### config.mk
export PLATFORM = sky130hd
export DESIGN_NAME = multi_stack_shared_buffer_flat
export DESIGN_NICKNAME = d
export VERILOG_FILES = /design/src/rtl/mssb_pkg.sv /design/src/rtl/mssb_if.sv /design/src/rtl/mssb_entry_store.sv /design/src/rtl/multi_stack_shared_buffer.sv /design/src/flat_wrapper.sv
export SDC_FILE = /design/constraint.sdc
export NUM_CORES = 2
export LEC_CHECK = 0
export BUFFER_PORTS_ARGS = -buffer_cell sky130_fd_sc_hd__buf_2
export CAP_MARGIN = 10
export CORE_ASPECT_RATIO = 0.75
export CORE_MARGIN = 2
export CORE_UTILIZATION = 35
export DETAILED_ROUTE_END_ITERATION = 6
export PLACE_DENSITY_LB_ADDON = 0.12
export SLEW_MARGIN = 20
export SYNTH_ARGS = -nofsm -noshare
export SYNTH_HDL_FRONTEND = slang
export SYNTH_HIERARCHICAL = 1
export SYNTH_SLANG_ARGS = --single-unit
### constraint.sdc
create_clock -name clk -period 9.34 [get_ports clk]
set_clock_uncertainty 0.2 [all_clocks]
set_input_delay 1.868 -clock clk [delete_from_list [all_inputs] [get_ports clk]]
set_output_delay 1.868 -clock clk [all_outputs]
set_load 0.02 [all_outputs]
### src/rtl/mssb_pkg.sv
// Shared constants for the multi-stack shared buffer.
package mssb_pkg;

    localparam int DEF_NUM_STACKS = 4;
    localparam int DEF_CAPACITY   = 64;

    localparam int DATA_W   = 32;
    localparam int SID_W    = 2;

    // Request codes carried in req_type.
    localparam logic REQ_PUSH = 1'b0;
    localparam logic REQ_POP  = 1'b1;

    // Value reported by a pop that fails.
    localparam logic signed [DATA_W-1:0] POP_FAIL_VALUE = -32'sd1;

endpackage

### src/rtl/mssb_if.sv
// Valid/ready channel interfaces for requests and responses.
interface mssb_req_if
    import mssb_pkg::*;
();
    logic                     valid;
    logic                     ready;
    logic                     req_type;
    logic [SID_W-1:0]         stack_id;
    logic signed [DATA_W-1:0] push_value;

    modport source (output valid, output req_type, output stack_id, output push_value,
                    input ready);
    modport sink   (input valid, input req_type, input stack_id, input push_value,
                    output ready);
endinterface

interface mssb_rsp_if
    import mssb_pkg::*;
();
    logic                     valid;
    logic                     ready;
    logic                     ok;
    logic signed [DATA_W-1:0] pop_value;

    modport source (output valid, output ok, output pop_value, input ready);
    modport sink   (input valid, input ok, input pop_value, output ready);
endinterface

### src/rtl/mssb_entry_store.sv
// Entry memory (value and link per entry) with fill-mark handling of the reset links.
module mssb_entry_store
    import mssb_pkg::*;
#(
    parameter int CAPACITY = DEF_CAPACITY,
    parameter int IDX_W    = $clog2(CAPACITY),
    parameter int PTR_W    = $clog2(CAPACITY + 1)
) (
    input  logic                     clk,
    input  logic                     rst_n,
    input  logic                     rd_en,
    input  logic [IDX_W-1:0]         rd_addr,
    output logic signed [DATA_W-1:0] rd_data,
    output logic [PTR_W-1:0]         rd_link,
    input  logic                     wr_en,
    input  logic [IDX_W-1:0]         wr_addr,
    input  logic signed [DATA_W-1:0] wr_data,
    input  logic [PTR_W-1:0]         wr_link
);

    localparam logic [PTR_W-1:0] NIL = PTR_W'(CAPACITY);

    logic signed [DATA_W-1:0] data_mem [CAPACITY];
    logic [PTR_W-1:0]         link_mem [CAPACITY];

    logic signed [DATA_W-1:0] data_q_reg;
    logic [PTR_W-1:0]         link_q_reg;
    logic [PTR_W-1:0]         addr_q_reg;
    logic                     fresh_q_reg;

    // Entries at or above the fill mark were never written; their link is still i+1.
    logic [PTR_W-1:0]         fill_reg;
    logic [PTR_W-1:0]         fill_next;

    always_ff @(posedge clk)
    begin
        if (wr_en)
        begin
            data_mem[wr_addr] <= wr_data;
            link_mem[wr_addr] <= wr_link;
        end
        if (rd_en)
        begin
            data_q_reg  <= data_mem[rd_addr];
            link_q_reg  <= link_mem[rd_addr];
            addr_q_reg  <= PTR_W'(rd_addr);
            fresh_q_reg <= PTR_W'(rd_addr) >= fill_reg;
        end
    end

    always_comb
    begin
        fill_next = fill_reg;
        if (wr_en && (PTR_W'(wr_addr) == fill_reg))
        begin
            fill_next = fill_reg + PTR_W'(1);
        end
    end

    always_ff @(posedge clk or negedge rst_n)
    begin
        if (!rst_n)
        begin
            fill_reg <= '0;
        end
        else
        begin
            fill_reg <= fill_next;
        end
    end

    // The last entry's i+1 equals the null code, so no special case is needed.
    always_comb
    begin
        if (fresh_q_reg)
        begin
            rd_link = addr_q_reg + PTR_W'(1);
        end
        else if (link_q_reg < NIL)
        begin
            rd_link = link_q_reg;
        end
        else
        begin
            rd_link = NIL;
        end
    end

    assign rd_data = data_q_reg;

endmodule

### src/rtl/multi_stack_shared_buffer.sv
// Top level: several LIFO stacks threaded as linked lists through one shared entry store.
//
// Each request on the req channel is a push or a pop on one of NUM_STACKS stacks; each
// produces exactly one beat on the rsp channel. Stacks and the free list are linked lists
// through a single entry memory of CAPACITY entries; stack tops sit in a small synchronous
// memory. One request is in flight at a time. A push reads the top memory and the entry at
// the free head together at acceptance, then writes both back; a pop reads its entry only
// after the top, because the entry read depends on the stack top that the top memory returns
// in the cycle after acceptance. A push on a full store returns ok=0, pop_value=0; a pop
// on an empty stack returns ok=0, pop_value=-1; a stack_id not below NUM_STACKS is rejected
// the same way. No clearing pass is needed after reset: stack tops carry valid bits and
// the reset links of the entry store are covered by a fill mark, so the block accepts a
// request as soon as reset is released. The response register lets a finished beat wait
// while the next request is accepted.
module multi_stack_shared_buffer
    import mssb_pkg::*;
#(
    parameter int NUM_STACKS = DEF_NUM_STACKS,
    parameter int CAPACITY   = DEF_CAPACITY
) (
    input  logic        clk,
    input  logic        rst_n,
    mssb_req_if.sink    req,
    mssb_rsp_if.source  rsp
);

    localparam int IDX_W  = $clog2(CAPACITY);
    localparam int PTR_W  = $clog2(CAPACITY + 1);
    localparam int STK_W  = (NUM_STACKS > 1) ? $clog2(NUM_STACKS) : 1;
    localparam logic [PTR_W-1:0] NIL = PTR_W'(CAPACITY);

    typedef enum logic [2:0] {
        ST_IDLE = 3'b001,
        ST_TOP  = 3'b010,
        ST_EXEC = 3'b100
    } state_t;

    state_t state_reg, state_next;

    // Request being worked on.
    logic                     is_pop_reg;
    logic [STK_W-1:0]         sid_reg;
    logic                     in_range_reg;
    logic signed [DATA_W-1:0] val_reg;
    logic [PTR_W-1:0]         idx_reg;
    logic                     top_vld_q_reg;

    // Stack tops: a memory plus one valid bit per stack.
    logic [PTR_W-1:0]         top_mem [NUM_STACKS];
    logic [PTR_W-1:0]         top_rdata_reg;
    logic [NUM_STACKS-1:0]    top_vld_reg;
    logic [PTR_W-1:0]         free_head_reg;

    // Response register.
    logic                     rsp_valid_reg;
    logic                     ok_reg;
    logic signed [DATA_W-1:0] pop_value_reg;

    logic                     req_beat;
    logic                     commit;
    logic [6:0]               sid_wide;
    logic [STK_W-1:0]         sid_in;
    logic                     in_range;
    logic [PTR_W-1:0]         top_eff;
    logic                     op_ok;

    logic                     ent_rd_en;
    logic [IDX_W-1:0]         ent_rd_addr;
    logic signed [DATA_W-1:0] ent_rd_data;
    logic [PTR_W-1:0]         ent_rd_link;
    logic                     ent_wr_en;
    logic signed [DATA_W-1:0] ent_wr_data;
    logic [PTR_W-1:0]         ent_wr_link;

    assign req.ready = (state_reg == ST_IDLE);
    assign req_beat  = req.valid && req.ready;

    // Hold the op in the execute state until the response register has room.
    assign commit = (state_reg == ST_EXEC) && (!rsp_valid_reg || rsp.ready);

    assign sid_wide = 7'(req.stack_id);
    assign sid_in   = sid_wide[STK_W-1:0];
    assign in_range = sid_wide < 7'(NUM_STACKS);

    // Effective top of the addressed stack; an unset or corrupt top reads as null.
    assign top_eff = (top_vld_q_reg && (top_rdata_reg < NIL)) ? top_rdata_reg : NIL;

    assign op_ok = in_range_reg && (idx_reg < NIL);

    always_comb
    begin
        state_next = state_reg;
        unique case (state_reg)
            ST_IDLE:
            begin
                if (req_beat)
                begin
                    state_next = (req.req_type == REQ_POP) ? ST_TOP : ST_EXEC;
                end
            end
            ST_TOP:
            begin
                state_next = ST_EXEC;
            end
            ST_EXEC:
            begin
                if (commit)
                begin
                    state_next = ST_IDLE;
                end
            end
            default:
            begin
                state_next = ST_IDLE;
            end
        endcase
    end

    // Entry reads: a push reads the free head at acceptance, a pop reads its top in the
    // ST_TOP state that follows.
    always_comb
    begin
        ent_rd_en   = 1'b0;
        ent_rd_addr = free_head_reg[IDX_W-1:0];
        if (req_beat && (req.req_type == REQ_PUSH))
        begin
            ent_rd_en = free_head_reg < NIL;
        end
        else if (state_reg == ST_TOP)
        begin
            ent_rd_en   = in_range_reg && (top_eff < NIL);
            ent_rd_addr = top_eff[IDX_W-1:0];
        end
    end

    assign ent_wr_en   = commit && op_ok;
    assign ent_wr_data = is_pop_reg ? ent_rd_data : val_reg;
    assign ent_wr_link = is_pop_reg ? free_head_reg : top_eff;

    mssb_entry_store #(
        .CAPACITY (CAPACITY),
        .IDX_W    (IDX_W),
        .PTR_W    (PTR_W)
    ) u_store (
        .clk     (clk),
        .rst_n   (rst_n),
        .rd_en   (ent_rd_en),
        .rd_addr (ent_rd_addr),
        .rd_data (ent_rd_data),
        .rd_link (ent_rd_link),
        .wr_en   (ent_wr_en),
        .wr_addr (idx_reg[IDX_W-1:0]),
        .wr_data (ent_wr_data),
        .wr_link (ent_wr_link)
    );

    // Top memory: read at acceptance, written back at commit.
    always_ff @(posedge clk)
    begin
        if (ent_wr_en)
        begin
            top_mem[sid_reg] <= is_pop_reg ? ent_rd_link : idx_reg;
        end
        if (req_beat && in_range)
        begin
            top_rdata_reg <= top_mem[sid_in];
        end
    end

    // Payload of the op in flight.
    always_ff @(posedge clk)
    begin
        if (req_beat)
        begin
            is_pop_reg   <= (req.req_type == REQ_POP);
            sid_reg      <= sid_in;
            in_range_reg <= in_range;
            val_reg      <= req.push_value;
            idx_reg      <= free_head_reg;
        end
        else if (state_reg == ST_TOP)
        begin
            idx_reg <= top_eff;
        end
    end

    always_ff @(posedge clk or negedge rst_n)
    begin
        if (!rst_n)
        begin
            state_reg     <= ST_IDLE;
            top_vld_reg   <= '0;
            top_vld_q_reg <= 1'b0;
            free_head_reg <= '0;
            rsp_valid_reg <= 1'b0;
        end
        else
        begin
            state_reg <= state_next;
            if (req_beat)
            begin
                top_vld_q_reg <= in_range && top_vld_reg[sid_in];
            end
            if (ent_wr_en)
            begin
                top_vld_reg[sid_reg] <= 1'b1;
                // Advance the free head on push; return the popped entry on pop.
                free_head_reg <= is_pop_reg ? idx_reg : ent_rd_link;
            end
            if (commit)
            begin
                rsp_valid_reg <= 1'b1;
            end
            else if (rsp.ready)
            begin
                rsp_valid_reg <= 1'b0;
            end
        end
    end

    always_ff @(posedge clk)
    begin
        if (commit)
        begin
            ok_reg <= op_ok;
            if (!is_pop_reg)
            begin
                pop_value_reg <= '0;
            end
            else if (op_ok)
            begin
                pop_value_reg <= ent_rd_data;
            end
            else
            begin
                pop_value_reg <= POP_FAIL_VALUE;
            end
        end
    end

    assign rsp.valid     = rsp_valid_reg;
    assign rsp.ok        = ok_reg;
    assign rsp.pop_value = pop_value_reg;

endmodule
### src/flat_wrapper.sv
// flat-port wrapper written by rule: the top's interface ports become plain ports
module multi_stack_shared_buffer_flat import mssb_pkg::*;
#(
    parameter int NUM_STACKS = DEF_NUM_STACKS,
    parameter int CAPACITY   = DEF_CAPACITY
)
  (clk, rst_n, req_valid, req_req_type, req_stack_id, req_push_value, req_ready, rsp_valid, rsp_ok, rsp_pop_value, rsp_ready);
  mssb_req_if req_i ();
  mssb_rsp_if rsp_i ();
  input  logic clk;
  input  logic rst_n;
  input wire logic [$bits(req_i.valid)-1:0] req_valid;
  input wire logic [$bits(req_i.req_type)-1:0] req_req_type;
  input wire logic [$bits(req_i.stack_id)-1:0] req_stack_id;
  input wire logic [$bits(req_i.push_value)-1:0] req_push_value;
  output wire logic [$bits(req_i.ready)-1:0] req_ready;
  output wire logic [$bits(rsp_i.valid)-1:0] rsp_valid;
  output wire logic [$bits(rsp_i.ok)-1:0] rsp_ok;
  output wire logic [$bits(rsp_i.pop_value)-1:0] rsp_pop_value;
  input wire logic [$bits(rsp_i.ready)-1:0] rsp_ready;
  assign req_i.valid = req_valid;
  assign req_i.req_type = req_req_type;
  assign req_i.stack_id = req_stack_id;
  assign req_i.push_value = req_push_value;
  assign req_ready = req_i.ready;
  assign rsp_valid = rsp_i.valid;
  assign rsp_ok = rsp_i.ok;
  assign rsp_pop_value = rsp_i.pop_value;
  assign rsp_i.ready = rsp_ready;
  multi_stack_shared_buffer #(.NUM_STACKS(NUM_STACKS), .CAPACITY(CAPACITY)) u_core (.clk(clk), .rst_n(rst_n), .req(req_i), .rsp(rsp_i));
endmodule
==> results.sh <==
export IMPL_drtIter0Drc=6254
export IMPL_core_um2=290000
export IMPL_hpwl_mm=182
export IMPL_wl_met2_mm=139
export IMPL_postSynthAreaPerCell_um2=22.6
export IMPL_cap_violations=0
export IMPL_grt_first_pass_wirelength_mm=434
export IMPL_post_place_cells=8422
export IMPL_post_cts_buffers=0
export IMPL_cp_startpoint="u_core/state_reg[2]$_DFFE_PN0P_"
export IMPL_drv_slew=0
export IMPL_yosysWarnings=6
export IMPL_run_status="completed"
export IMPL_syn_nets=4561
export IMPL_largest_register_ff_count=2048
export IMPL_grt_overflow=0
export IMPL_place_congestion=0.774
export IMPL_clock_sinks=2675
export IMPL_rsz0062_at_grt="no"
export IMPL_hold_depth=1
export IMPL_ios=74
export IMPL_top_regs="u_core/u_store/data_mem x2048, u_core/u_store/link_mem x448"
export IMPL_setup_viol=0
export IMPL_vdd_drop_max_mv=0.165
export IMPL_port_buffers=73
export IMPL_r2r_end="u_core/u_store/rd_data[18]$_DFFE_PP_"
export IMPL_finalCritPeriodShare_pct=59.1
export IMPL_max_slew_margin_pct=25.5
export IMPL_start_kind="register"
export IMPL_ys_ff_latch=2675
export IMPL_final_hold_viol_count=0
export IMPL_routed_wirelength_mm=319
export IMPL_nets=4864
export IMPL_stdcell_count=8906
export IMPL_rows=171
export IMPL_clk_path_buf_depth=4
export IMPL_crit_fanout=42
export IMPL_cts_buffers=284
export IMPL_synth_area_um2=102000
export IMPL_drc=0
export IMPL_syn_inst=4514
export IMPL_worst_skew_pair_late_latency_ps=860
export IMPL_drt_pass1_iter_count=7
export IMPL_worstPathRequired_ps=9730
export IMPL_cts_tree="built"
export IMPL_synthFlopType="edfxtp_1"
export IMPL_max_freq_mhz=181
export IMPL_drive_above_1_share_pct=27.9
export IMPL_synthTopCellsByArea="edfxtp_1 78%, mux4_2 14%, mux2i_1 1.2%"
export IMPL_htreeDepth=5
export IMPL_async_flop_share_pct=0.860
export IMPL_wl_met1_mm=152
export IMPL_synth_distinct_cells=57
export IMPL_clkTransAtPathRegs_ps=60
export IMPL_grt_pass1_vias=49400
export IMPL_holdCritStartpoint="u_core/top_vld_reg[3]$_DFFE_PN0P_"
export IMPL_cts_root_buffer="clkbuf_16"
export IMPL_worst_pin_slew_ps=1110
export IMPL_synthTopCellsByCount="2652 x edfxtp_1, 614 x mux4_2, 134 x clkbuf_1"
export IMPL_holdCritPathClass="reg -> reg"
export IMPL_yosysTopAreaCell="edfxtp_1"
export IMPL_highest_layer="met4"
export IMPL_top_register="u_core/u_store/data_mem"
export IMPL_wl_per_cell_um=35.8
export IMPL_placement_cell_area_um2=108000
export IMPL_yosysMostFrequentCell="edfxtp_1"
export IMPL_fin_area_um2=117000
export IMPL_initial_core_util_pct=35.2
export IMPL_pre_cts_slack_ps=3380
export IMPL_ys_seq_area_share_pct=78.6
export IMPL_ant_nets=0
export IMPL_end_kind="register"
export IMPL_die_area_um2=296000
export IMPL_reg2reg_depth=7
export IMPL_fin_setup_tns_ps=0
export IMPL_grt_max_degree=93
export IMPL_hold_end="u_core/top_vld_reg[3]$_DFFE_PN0P_"
export IMPL_crit_type="reg -> reg"
export IMPL_syn2layout_area_growth_pct=14.5
export IMPL_ctsResizeCount=0
export IMPL_netlist_area_leader_share_pct=78.0
export IMPL_cellPowerDensity_nw_per_um2=277
export IMPL_setup_slack_ps=3820
export IMPL_finalCriticalPeriod_ps=5520
export IMPL_antenna_found_initial=20
export IMPL_synth_edf_count=2652
export IMPL_cellLeakagePower_nw=35.3
export IMPL_cts_hold_buf=0
export IMPL_via_count=49900
export IMPL_dr_wl_met3_mm=21.3
export IMPL_die_w_um=628
export IMPL_die_height_um=472
export IMPL_critPathArrivalTime_ps=5920
export IMPL_worstReg2RegStart="u_core/state_reg[2]$_DFFE_PN0P_"
export IMPL_drt_vias_per_instance=5.61
export IMPL_r2r_slack_ps=3820
export IMPL_total_power_mw=32.4
export IMPL_track_usage_pct=21.4
power by group:
group | total, mW | internal (mW) | switching (mW) | leakage, nW
clock | 10.6 | 5.99 | 4.61 | 4.12
sequential | 14.2 | 14.1 | 0.149 | 24.2
combinational | 7.58 | 2.71 | 4.87 | 6.98
placed cells by master (no fill, tap or decap), drive strengths merged, types with 73 or more instances in the layout:
cell    Yosys  layout
edfxtp   2652    2652
mux4      614     614
clkbuf    134     346
buf       118     269
nor2      124     124
mux2i     122     122
clkinv      1     112
a21oi      94      94
o21ai      80      80
a221oi     73      73
routing by layer:
metal  global-route usage [%]  vias up
met4                     4.41        0
li1                         -    19900
met2                     31.1     1899
met1                     34.0    27800
met3                     3.14      346
met5                        0        -
worst max path at each step:
stage | end | depth (start not counted)
2_1_floorplan | u_core/u_store/addr_q_reg[0]$_DFFE_PP_ | 3
3_3_place_gp | u_core/u_store/data_mem[27][21]$_DFFE_PP_ | 8
3_5_place_dp | u_core/u_store/data_mem[27][21]$_DFFE_PP_ | 8
4_1_cts | u_core/u_store/rd_data[22]$_DFFE_PP_ | 8
5_1_grt | u_core/u_store/rd_data[13]$_DFFE_PP_ | 9
6_report | u_core/u_store/rd_data[18]$_DFFE_PP_ | 7
per-stage QoR:
stage                     hold WS [ps]  util, %
after floorplan                    236        -
after global placement             247     37.4
after detailed placement           260     37.4
after CTS                          273     40.3
after global routing               286     40.3
final                              271     40.3
layout make-up:
class,count,area [um2]
clock inverters,130,951
multi-input cells,1573,21200
clock buffers,346,7470
fillers,25600,173000
flip-flops and latches,2675,80200
diodes,7,17.5
well taps,3892,4870
inverters,14,55.1
repair buffers,269,2090
cell families after synthesis:
logic type,after synthesis,share of synthesized area (%)
xor+xnor,15,0.129
mux,792,15.4
fa+ha+maj,8,0.0981
compound gates,464,3.15
flops,2675,78.6
buf+inv,266,1.34
simple gates,294,1.33
critical path: stages (launching register included):
cell	delay (ps)
dfrtp_1	410
or3b_2	730
o21ai_4	840
buf_4	860
mux4_2	460
o221ai_1	250
o21ai_0	890
and3_1	580
No activity file was read; power rests on OpenSTA's default activity.
